File: src/rtl/sgr_pkg.sv
// shared types, constants and font table of the scaled glyph rectangle generator
`timescale 1ns / 1ps

package sgr_pkg;

    localparam int GLYPH_COUNT  = 36;
    localparam int GLYPH_ALPHA  = 26;
    localparam int GLYPH_BITS   = 40;
    localparam int ADDR_BITS_DEF = 24;
    localparam int PIX_ADDR_W   = 24;
    localparam int COORD_W      = 18;
    localparam int PEN_W        = 16;
    localparam int PIX_W        = 12;
    localparam int DIM_W        = 13;
    localparam int COLOR_W      = 32;
    localparam int SCALE_W      = 4;
    localparam int GLYPH_COLS   = 5;
    localparam int GLYPH_ROWS   = 7;
    localparam int PEN_STEP     = 6;
    localparam int PEN_MAX      = 32767;
    localparam int CLIP_MAX     = 4096;
    localparam int IN_DATA_W    = 40;
    localparam int OUT_DATA_W   = 104;
    localparam int CFG_INDEX_W  = 2;

    localparam logic [7:0] CHAR_A    = 8'h41;
    localparam logic [7:0] CHAR_Z    = 8'h5a;
    localparam logic [7:0] CHAR_ZERO = 8'h30;
    localparam logic [7:0] CHAR_NINE = 8'h39;

    localparam logic [DIM_W-1:0]   RST_SCREEN_WIDTH  = 13'd1920;
    localparam logic [DIM_W-1:0]   RST_SCREEN_HEIGHT = 13'd1080;
    localparam logic [DIM_W-1:0]   RST_LINE_STRIDE   = 13'd1920;
    localparam logic [COLOR_W-1:0] RST_INK_COLOR     = 32'h0000ff66;

    typedef enum logic [CFG_INDEX_W-1:0] {
        CFG_SCREEN_WIDTH  = 2'd0,
        CFG_SCREEN_HEIGHT = 2'd1,
        CFG_LINE_STRIDE   = 2'd2,
        CFG_INK_COLOR     = 2'd3
    } t_cfg_reg;

    typedef struct packed {
        logic [PIX_W-1:0] y_last;
        logic [PIX_W-1:0] x_last;
        logic [PIX_W-1:0] y_first;
        logic [PIX_W-1:0] x_first;
    } t_rect;

    typedef struct packed {
        logic  valid;
        logic  last;
        t_rect rect;
    } t_push;

    // byte c of an entry is column c, bit r of that byte is row r
    localparam logic [GLYPH_BITS-1:0] FONT [GLYPH_COUNT] = '{
        40'h7e1111117e, 40'h364949497f, 40'h224141413e, 40'h1c2241417f,
        40'h414949497f, 40'h010909097f, 40'h7a4949413e, 40'h7f0808087f,
        40'h00417f4100, 40'h013f414020, 40'h412214087f, 40'h404040407f,
        40'h7f020c027f, 40'h7f1008047f, 40'h3e4141413e, 40'h060909097f,
        40'h5e2151413e, 40'h462919097f, 40'h3149494946, 40'h01017f0101,
        40'h3f4040403f, 40'h1f2040201f, 40'h3f4038403f, 40'h6314081463,
        40'h0708700807, 40'h4345495161, 40'h3e4549513e, 40'h00407f4200,
        40'h4649516142, 40'h314b454121, 40'h107f121418, 40'h3945454527,
        40'h3049494a3c, 40'h0305097101, 40'h3649494936, 40'h1e29494906
    };

    function automatic logic [GLYPH_BITS-1:0] glyph_bits(input logic [7:0] code);
        logic [GLYPH_BITS-1:0] bits;
        bits = '0;
        if (code >= CHAR_A && code <= CHAR_Z) begin
            bits = FONT[6'(code - CHAR_A)];
        end else if (code >= CHAR_ZERO && code <= CHAR_NINE) begin
            bits = FONT[6'(code - CHAR_ZERO) + 6'(GLYPH_ALPHA)];
        end
        return bits;
    endfunction

endpackage

File: src/rtl/sgr_dot_unit.sv
// clip unit: turns one dot square into a screen-clipped rectangle
`timescale 1ns / 1ps

module sgr_dot_unit (
    input  logic signed [sgr_pkg::COORD_W-1:0] i_x_lo,
    input  logic signed [sgr_pkg::COORD_W-1:0] i_y_lo,
    input  logic        [sgr_pkg::SCALE_W-1:0] i_scale,
    input  logic        [sgr_pkg::DIM_W-1:0]   i_lim_w,
    input  logic        [sgr_pkg::DIM_W-1:0]   i_lim_h,
    output logic                               o_vis,
    output sgr_pkg::t_rect                     o_rect
);

    typedef struct packed {
        logic                      vis;
        logic [sgr_pkg::PIX_W-1:0] a;
        logic [sgr_pkg::PIX_W-1:0] b;
    } t_span;

    function automatic t_span clip_span(input logic signed [sgr_pkg::COORD_W-1:0] lo,
                                        input logic [sgr_pkg::SCALE_W-1:0] len,
                                        input logic [sgr_pkg::DIM_W-1:0] lim);
        t_span                              sp;
        logic signed [sgr_pkg::COORD_W-1:0] hi;
        logic signed [sgr_pkg::COORD_W-1:0] lim_s;
        lim_s = $signed({{(sgr_pkg::COORD_W-sgr_pkg::DIM_W){1'b0}}, lim});
        hi    = lo + $signed({{(sgr_pkg::COORD_W-sgr_pkg::SCALE_W){1'b0}}, len})
                - sgr_pkg::COORD_W'(1);
        sp.vis = (lim != '0) && (hi >= 0) && (lo < lim_s);
        sp.a   = (lo < 0) ? '0 : lo[sgr_pkg::PIX_W-1:0];
        sp.b   = (hi >= lim_s) ? sgr_pkg::PIX_W'(lim - sgr_pkg::DIM_W'(1))
                               : hi[sgr_pkg::PIX_W-1:0];
        return sp;
    endfunction

    t_span x_span;
    t_span y_span;

    assign x_span = clip_span(i_x_lo, i_scale, i_lim_w);
    assign y_span = clip_span(i_y_lo, i_scale, i_lim_h);

    assign o_vis          = x_span.vis & y_span.vis;
    assign o_rect.x_first = x_span.a;
    assign o_rect.x_last  = x_span.b;
    assign o_rect.y_first = y_span.a;
    assign o_rect.y_last  = y_span.b;

endmodule

File: src/rtl/sgr_out_stage.sv
// output register with address multiplier for finished rectangles
`timescale 1ns / 1ps

module sgr_out_stage #(
    parameter int ADDR_BITS = sgr_pkg::ADDR_BITS_DEF
) (
    input  logic                                  i_clk,
    input  logic                                  i_rst_n,
    input  sgr_pkg::t_push                        i_push,
    input  logic [sgr_pkg::DIM_W-1:0]             i_stride,
    input  logic [sgr_pkg::COLOR_W-1:0]           i_ink,
    output logic                                  o_free,
    output logic                                  o_m_tvalid,
    input  logic                                  i_m_tready,
    output logic [sgr_pkg::OUT_DATA_W-1:0]        o_m_tdata,
    output logic                                  o_m_tlast
);

    localparam int SUM_W = sgr_pkg::PIX_W + sgr_pkg::DIM_W + 1;
    localparam logic [SUM_W-1:0] ADDR_MASK =
        (ADDR_BITS >= SUM_W) ? {SUM_W{1'b1}} : SUM_W'((64'(1) << ADDR_BITS) - 64'(1));

    logic                                  r_valid;
    logic [sgr_pkg::OUT_DATA_W-1:0]        r_data;
    logic                                  r_last;
    logic [SUM_W-1:0]                      addr_sum;
    logic [sgr_pkg::PIX_ADDR_W-1:0]        addr;

    assign addr_sum = SUM_W'(i_push.rect.y_first) * SUM_W'(i_stride)
                    + SUM_W'(i_push.rect.x_first);
    assign addr     = sgr_pkg::PIX_ADDR_W'(addr_sum & ADDR_MASK);
    assign o_free   = !r_valid || i_m_tready;

    always_ff @(posedge i_clk) begin
        if (!i_rst_n) begin
            r_valid <= 1'b0;
        end else if (i_push.valid) begin
            r_valid <= 1'b1;
        end else if (i_m_tready) begin
            r_valid <= 1'b0;
        end
    end

    always_ff @(posedge i_clk) begin
        if (i_push.valid) begin
            r_data <= {i_ink, i_push.rect.y_last, i_push.rect.x_last,
                       i_push.rect.y_first, i_push.rect.x_first, addr};
            r_last <= i_push.last;
        end
    end

    assign o_m_tvalid = r_valid;
    assign o_m_tdata  = r_data;
    assign o_m_tlast  = r_last;

endmodule

File: src/rtl/scaled_glyph_rectangle_generator.sv
// top level: config registers, pen, dot sequencer and output stage
`timescale 1ns / 1ps

// one character item in on the s side, one rectangle item per visible lit dot
// out on the m side, tlast on the final rectangle of a character.
// the user writes config via i_cfg_we / i_cfg_index / i_cfg_data only while
// idle; the block does not enforce it. an accepted item is scanned as 5
// columns by 7 rows, one dot a cycle through the shared clip unit while the
// output register can take one, so a character holds the input over 35 dots
// plus a flush of the last held rectangle; a zero scale item starts no scan.
// each rectangle waits for the next visible dot or the scan end so tlast can
// be set, then goes through the address multiplier into the output register.
// o_s_tready is high only while no character is being scanned; the output
// register lets the next character be taken while the last rectangle waits.
// when the receiver stalls with the output register full, the scan freezes.
// reset loads default screen 1920x1080, stride 1920, ink 0x0000ff66, pen 0,
// and empties the output register.
module scaled_glyph_rectangle_generator #(
    parameter int ADDR_BITS = sgr_pkg::ADDR_BITS_DEF
) (
    input  logic                                  i_clk,
    input  logic                                  i_rst_n,
    input  logic                                  i_s_tvalid,
    output logic                                  o_s_tready,
    // char_code, origin_x, origin_y, dot_scale
    input  logic [sgr_pkg::IN_DATA_W-1:0]         i_s_tdata,
    // new_string
    input  logic                                  i_s_tuser,
    output logic                                  o_m_tvalid,
    input  logic                                  i_m_tready,
    // pixel_address, x_first, y_first, x_last, y_last, fill_color
    output logic [sgr_pkg::OUT_DATA_W-1:0]        o_m_tdata,
    output logic                                  o_m_tlast,
    input  logic                                  i_cfg_we,
    input  logic [sgr_pkg::CFG_INDEX_W-1:0]       i_cfg_index,
    input  logic [sgr_pkg::COLOR_W-1:0]           i_cfg_data
);

    localparam int PEN_SUM_W = sgr_pkg::PEN_W + 1;

    typedef enum logic [1:0] {
        ST_IDLE,
        ST_SCAN,
        ST_FLUSH
    } t_state;

    // config registers
    logic [sgr_pkg::DIM_W-1:0]   r_lim_w;
    logic [sgr_pkg::DIM_W-1:0]   r_lim_h;
    logic [sgr_pkg::DIM_W-1:0]   r_stride;
    logic [sgr_pkg::COLOR_W-1:0] r_ink;
    logic [sgr_pkg::DIM_W-1:0]   cfg_dim;
    logic [sgr_pkg::DIM_W-1:0]   cfg_lim;

    // sequencer
    t_state                              r_state, n_state;
    logic signed [sgr_pkg::PEN_W-1:0]    r_pen, n_pen;
    logic                                r_hold_v, n_hold_v;
    sgr_pkg::t_rect                      r_hold, n_hold;
    logic [sgr_pkg::GLYPH_BITS-1:0]      r_glyph, n_glyph;
    logic signed [sgr_pkg::COORD_W-1:0]  r_xlo, n_xlo;
    logic signed [sgr_pkg::COORD_W-1:0]  r_ylo, n_ylo;
    logic signed [sgr_pkg::COORD_W-1:0]  r_oy, n_oy;
    logic [sgr_pkg::SCALE_W-1:0]         r_scale, n_scale;
    logic [2:0]                          r_row, n_row;
    logic [2:0]                          r_col, n_col;

    logic                                accept;
    logic [7:0]                          in_code;
    logic signed [sgr_pkg::DIM_W-1:0]    in_ox;
    logic signed [sgr_pkg::DIM_W-1:0]    in_oy;
    logic [sgr_pkg::SCALE_W-1:0]         in_scale;
    logic signed [PEN_SUM_W-1:0]         pen_load;
    logic signed [PEN_SUM_W-1:0]         pen_adv;
    logic [sgr_pkg::PEN_W-1:0]           pen_sat;
    logic [sgr_pkg::COORD_W-1:0]         scale_ext;

    logic                                out_free;
    logic                                step;
    logic                                dot_vis;
    logic                                vis;
    logic                                end_dot;
    sgr_pkg::t_rect                      dot_rect;
    sgr_pkg::t_push                      push;

    // config port
    assign cfg_dim = i_cfg_data[sgr_pkg::DIM_W-1:0];
    assign cfg_lim = (cfg_dim > sgr_pkg::DIM_W'(sgr_pkg::CLIP_MAX))
                   ? sgr_pkg::DIM_W'(sgr_pkg::CLIP_MAX) : cfg_dim;

    always_ff @(posedge i_clk) begin
        if (!i_rst_n) begin
            r_lim_w  <= sgr_pkg::RST_SCREEN_WIDTH;
            r_lim_h  <= sgr_pkg::RST_SCREEN_HEIGHT;
            r_stride <= sgr_pkg::RST_LINE_STRIDE;
            r_ink    <= sgr_pkg::RST_INK_COLOR;
        end else if (i_cfg_we) begin
            unique case (sgr_pkg::t_cfg_reg'(i_cfg_index))
                sgr_pkg::CFG_SCREEN_WIDTH:  r_lim_w  <= cfg_lim;
                sgr_pkg::CFG_SCREEN_HEIGHT: r_lim_h  <= cfg_lim;
                sgr_pkg::CFG_LINE_STRIDE:   r_stride <= cfg_dim;
                sgr_pkg::CFG_INK_COLOR:     r_ink    <= i_cfg_data;
                default: ;
            endcase
        end
    end

    // input fields
    assign in_code  = i_s_tdata[7:0];
    assign in_ox    = $signed(i_s_tdata[20:8]);
    assign in_oy    = $signed(i_s_tdata[33:21]);
    assign in_scale = i_s_tdata[37:34];

    assign o_s_tready = (r_state == ST_IDLE);
    assign accept     = i_s_tvalid && o_s_tready;

    // pen load and advance
    assign pen_load = i_s_tuser ? PEN_SUM_W'(in_ox) : PEN_SUM_W'(r_pen);
    assign pen_adv  = pen_load
                    + $signed({{(PEN_SUM_W-sgr_pkg::SCALE_W){1'b0}}, in_scale} << 2)
                    + $signed({{(PEN_SUM_W-sgr_pkg::SCALE_W){1'b0}}, in_scale} << 1);
    assign pen_sat  = (pen_adv > PEN_SUM_W'(sgr_pkg::PEN_MAX))
                    ? sgr_pkg::PEN_W'(sgr_pkg::PEN_MAX) : pen_adv[sgr_pkg::PEN_W-1:0];

    assign scale_ext = {{(sgr_pkg::COORD_W-sgr_pkg::SCALE_W){1'b0}}, r_scale};

    sgr_dot_unit u_dot (
        .i_x_lo  (r_xlo),
        .i_y_lo  (r_ylo),
        .i_scale (r_scale),
        .i_lim_w (r_lim_w),
        .i_lim_h (r_lim_h),
        .o_vis   (dot_vis),
        .o_rect  (dot_rect)
    );

    assign step    = (r_state == ST_SCAN) && out_free;
    assign vis     = r_glyph[0] && dot_vis;
    assign end_dot = (r_col == 3'(sgr_pkg::GLYPH_COLS - 1))
                  && (r_row == 3'(sgr_pkg::GLYPH_ROWS - 1));

    // held rectangle goes out once the next one is found or the scan ends
    assign push.valid = r_hold_v && ((step && vis) || ((r_state == ST_FLUSH) && out_free));
    assign push.last  = (r_state == ST_FLUSH);
    assign push.rect  = r_hold;

    always_comb begin
        n_state  = r_state;
        n_pen    = r_pen;
        n_hold_v = r_hold_v;
        n_hold   = r_hold;
        n_glyph  = r_glyph;
        n_xlo    = r_xlo;
        n_ylo    = r_ylo;
        n_oy     = r_oy;
        n_scale  = r_scale;
        n_row    = r_row;
        n_col    = r_col;
        unique case (r_state)
            ST_IDLE: begin
                if (accept) begin
                    n_pen    = (in_scale != '0) ? pen_sat : pen_load[sgr_pkg::PEN_W-1:0];
                    n_state  = (in_scale != '0) ? ST_SCAN : ST_IDLE;
                    n_glyph  = sgr_pkg::glyph_bits(in_code);
                    n_xlo    = sgr_pkg::COORD_W'(pen_load);
                    n_ylo    = sgr_pkg::COORD_W'(in_oy);
                    n_oy     = sgr_pkg::COORD_W'(in_oy);
                    n_scale  = in_scale;
                    n_row    = '0;
                    n_col    = '0;
                    n_hold_v = 1'b0;
                end
            end
            ST_SCAN: begin
                if (step) begin
                    if (vis) begin
                        n_hold   = dot_rect;
                        n_hold_v = 1'b1;
                    end
                    if (r_row == 3'(sgr_pkg::GLYPH_ROWS - 1)) begin
                        n_row   = '0;
                        n_col   = r_col + 3'd1;
                        n_xlo   = r_xlo + $signed(scale_ext);
                        n_ylo   = r_oy;
                        n_glyph = r_glyph >> 2;
                    end else begin
                        n_row   = r_row + 3'd1;
                        n_ylo   = r_ylo + $signed(scale_ext);
                        n_glyph = r_glyph >> 1;
                    end
                    if (end_dot) begin
                        n_state = ST_FLUSH;
                    end
                end
            end
            ST_FLUSH: begin
                if (out_free) begin
                    n_hold_v = 1'b0;
                    n_state  = ST_IDLE;
                end
            end
            default: n_state = ST_IDLE;
        endcase
    end

    always_ff @(posedge i_clk) begin
        if (!i_rst_n) begin
            r_state  <= ST_IDLE;
            r_pen    <= '0;
            r_hold_v <= 1'b0;
        end else begin
            r_state  <= n_state;
            r_pen    <= n_pen;
            r_hold_v <= n_hold_v;
        end
    end

    always_ff @(posedge i_clk) begin
        r_hold  <= n_hold;
        r_glyph <= n_glyph;
        r_xlo   <= n_xlo;
        r_ylo   <= n_ylo;
        r_oy    <= n_oy;
        r_scale <= n_scale;
        r_row   <= n_row;
        r_col   <= n_col;
    end

    sgr_out_stage #(
        .ADDR_BITS (ADDR_BITS)
    ) u_out (
        .i_clk      (i_clk),
        .i_rst_n    (i_rst_n),
        .i_push     (push),
        .i_stride   (r_stride),
        .i_ink      (r_ink),
        .o_free     (out_free),
        .o_m_tvalid (o_m_tvalid),
        .i_m_tready (i_m_tready),
        .o_m_tdata  (o_m_tdata),
        .o_m_tlast  (o_m_tlast)
    );

endmodule

File: config.mk
export PLATFORM = sky130hd
export DESIGN_NAME = scaled_glyph_rectangle_generator
export DESIGN_NICKNAME = d
export VERILOG_FILES = /design/src/rtl/sgr_pkg.sv /design/src/rtl/sgr_dot_unit.sv /design/src/rtl/sgr_out_stage.sv /design/src/rtl/scaled_glyph_rectangle_generator.sv
export SDC_FILE = /design/constraint.sdc
export NUM_CORES = 1
export LEC_CHECK = 0
export BUFFER_PORTS_ARGS = -buffer_cell sky130_fd_sc_hd__buf_4
export CORE_UTILIZATION = 55
export CTS_BUF_LIST = sky130_fd_sc_hd__clkbuf_8
export DETAILED_ROUTE_END_ITERATION = 10
export PLACE_DENSITY = 0.74
export SYNTH_ARGS = -nofsm -noshare
export SYNTH_HDL_FRONTEND = slang
export SYNTH_SLANG_ARGS = --single-unit
export TNS_END_PERCENT = 5
File: constraint.sdc
create_clock -name i_clk -period 21.6 [get_ports i_clk]
set_clock_uncertainty 0.1 [all_clocks]
set_input_delay 4.32 -clock i_clk [delete_from_list [all_inputs] [get_ports i_clk]]
set_output_delay 4.32 -clock i_clk [all_outputs]
set_load 0.05 [all_outputs]
==> flow_metrics.tcl <==
set metrics [dict create \
    cp_max_fo 37 \
    vdd_drop_max_mv 0.0625 \
    hold_viol 0 \
    antenna_found_initial 0 \
    yosys_register_bits 342 \
    antenna_left 0 \
    grt_pass1_wl_um 112000 \
    worstPathRequired_ps 21850 \
    synth_top_area_share_pct 29.4 \
    crit_chain "buf_4 -> inv_1 -> ha_1 -> buf_4 -> nor3b_1 -> xnor2_4 -> buf_4 -> or3_1 -> o21ai_0 -> a221oi_1 -> o22ai_1 -> nor2_1 -> a31oi_1" \
    finalSetupViolCount 0 \
    vias 21338 \
    yosysWarnings 0 \
    fmax_mhz 118 \
    clk_latency_ps 670 \
    instances_no_fill 3542 \
    mappedNetlistNets 3169 \
    startpoint_type "input port" \
    fillers 3805 \
    relSlewSlack_pct 22.4 \
    synthCells 2800 \
    crit_type "in -> reg" \
    synth_flop_cell "edfxtp_1" \
    cts_root_buf "clkbuf_8" \
    cts_tree "built" \
    cts-resized-gates 0 \
    yosys-top-cells-area "edfxtp_1 (29%), fa_1 (9.9%), ha_1 (8.0%)" \
    async_reset_ff_share_pct 0 \
    num_rows 78 \
    fp.dieW_um 218 \
    routedWlPerCell_um 20.1 \
    power_leakage_nw 11.9 \
    cts_post_setup_buffers_inserted 0 \
    place_inst 3434 \
    clk_pin_slew_ps 60 \
    synth_seq_area_share_pct 36.6 \
    nets 3262 \
    area_delta_synth_final_pct 11.8 \
    drive_gt1_share_pct 11.8 \
    cts_buffers 57 \
    drv_slew 0 \
    period_share_pct 39.2 \
    dieArea_um2 47400 \
    routabilityCongestion 0.952 \
    gr-total-overflow 0 \
    slowest_stage "nor3b_1" \
    cts.sinks 342 \
    netlist_area_um2 25600 \
    path_common_cell "buf_4" \
    holdBufCountCts 0 \
    die_h_um 218 \
    dpl_cell_area_um2 27300 \
    wl_um 71200 \
    grt_max_degree 100 \
    first_iter_violations 2072 \
    max_stage_delay_ps 700 \
    synth_edf_count 251 \
    pwr_density_cell_nw_per_um2 72.4 \
    dr.pass1.iters 6 \
    synth_cell_type_count 94 \
    io_pins 187 \
    status "finished, final reports clean" \
    finalSetupTns_ps 0 \
    vias_per_cell 6.02 \
    dpl.hpwl_um 51900 \
    antenna_cells 0 \
    min_period_ps 8470 \
    worstHoldPathType "reg -> reg" \
    arrival_ps 8720 \
    fin_area_um2 28600 \
    drc_errors 0 \
    coreArea_um2 45700 \
    portBuffers 184 \
    clockBufferDepth 3 \
    h-tree-depth 2 \
    worstMarginPinSlew_ps 1160 \
    grt_pass1_vias 20670 \
    drv_cap 0 \
    endpoint_kind "register" \
    synth_area_leader_cell "edfxtp_1" \
    grt_util_all_layers_pct 30.0 \
    rsz0062_at_grt "false" \
    start_util_pct 56.0 \
    syn_area_per_cell_um2 9.14 \
]
worst max-delay path: cells and delay by family:
family	cells	cell delay [ps]
AO/OA/AOI/OAI	4	950
XOR/XNOR	1	170
AND/OR/NAND/NOR	3	1070
buffers and inverters	4	1500
adder cells (fa/ha/maj)	1	670
state kept, by name, summed over array words and instances (netlist names), 16 cells and up:
signal and flops:
push 48, r_glyph 39, r_ink 32, r_pen 16, r_xlo 18, r_ylo 18, u_out.o_m_tdata 104
through the flow:
step	setup slack, ps	total power [mW]	hold slack, ps	util [%]
finish	13130	2.07	319	62.6
CTS	13330	2.08	311	62.6
floorplan	11320	1.26	300	-
detailed placement	12650	1.43	305	59.8
global route	12900	2.19	318	62.6
global placement	12680	1.41	302	59.8
final cells by class:
cell class / instances / area, um2 / area share, %
clock buffers: 60 / 826 / 2.89
clock inverters: 48 / 458 / 1.60
inverters: 255 / 957 / 3.35
multi-input cells: 2030 / 14700 / 51.4
flip-flops and latches: 342 / 9360 / 32.7
well taps: 600 / 751 / 2.62
repair buffers: 207 / 1550 / 5.43
synth_stat cells (all sizes together) (30+ instances only):
library cell and instances:
nor2 183, ha 163, a31oi 52, o211ai 36, a211oi 36, xnor2 76
inv 252, nor2b 30, nand2 417, a21oi 195, dfxtp 91, o21ai 133
xor2 31, fa 126, nor3 41, nand3 63, edfxtp 251, clkbuf 155
and2 89
power by group:
| group | switching [mW] | total, mW | leakage, nW | internal [mW] |
|---|---|---|---|---|
| clock | 0.280 | 0.640 | 0.688 | 0.360 |
| combinational | 0.382 | 0.628 | 8.05 | 0.246 |
| sequential | 0.0426 | 0.803 | 3.12 | 0.761 |
| total | 0.705 | 2.07 | 11.9 | 1.37 |
per-layer routing:
metal | track usage (%) | part of all wire [%] | vias up
met4 | 12.7 | 3.8 | 0
met1 | 42.3 | 43 | 10248
li1 | - | - | 9967
met5 | 0 | 0 | -
met3 | 5.34 | 8.7 | 157
met2 | 45.5 | 45 | 966
path summary, 6_finish.rpt:
path                                        startpoint                             to  slack (ps)  cells after the start
worst max-delay path                      i_s_tdata[0]          r_glyph[26]$_DFFE_PP_       13130                     13
worst max register to register  push[20]$_SDFFCE_PP0P_  u_out.o_m_tdata[23]$_DFFE_PP_       15470                     19
worst min register to register      push[35]$_DFFE_PP_  u_out.o_m_tdata[59]$_DFFE_PP_         320                      0
worst min-delay path                push[35]$_DFFE_PP_  u_out.o_m_tdata[59]$_DFFE_PP_         320                      0
kinds of logic after synthesis:
family                     count (synthesis)  synth area share, %
buffers and inverters                    428                 6.38
xor gates and xnor gates                 107                 3.69
and+or+nand+nor                          954                 17.5
AOI/OAI and AO/OA                        625                 15.6
DFF                                      342                 36.6
adders and majority gates                289                 17.8
muxes                                     55                 2.45
cells in the final DEF, fill, tap and decap left out, types with 60 or more instances in the layout:
cell type / netlist / final
buf_4: 1 / 207
nand2_1: 417 / 417
and2_1: 88 / 87
a21oi_1: 195 / 194
nor2_1: 183 / 183
dfxtp_1: 91 / 91
edfxtp_1: 251 / 251
inv_1: 252 / 262
o21ai_0: 129 / 128
ha_1: 163 / 162
nand3_1: 61 / 61
xnor2_1: 75 / 70
fa_1: 126 / 126
clkbuf_8: 0 / 60
No activity file was read; power rests on OpenSTA's default activity.
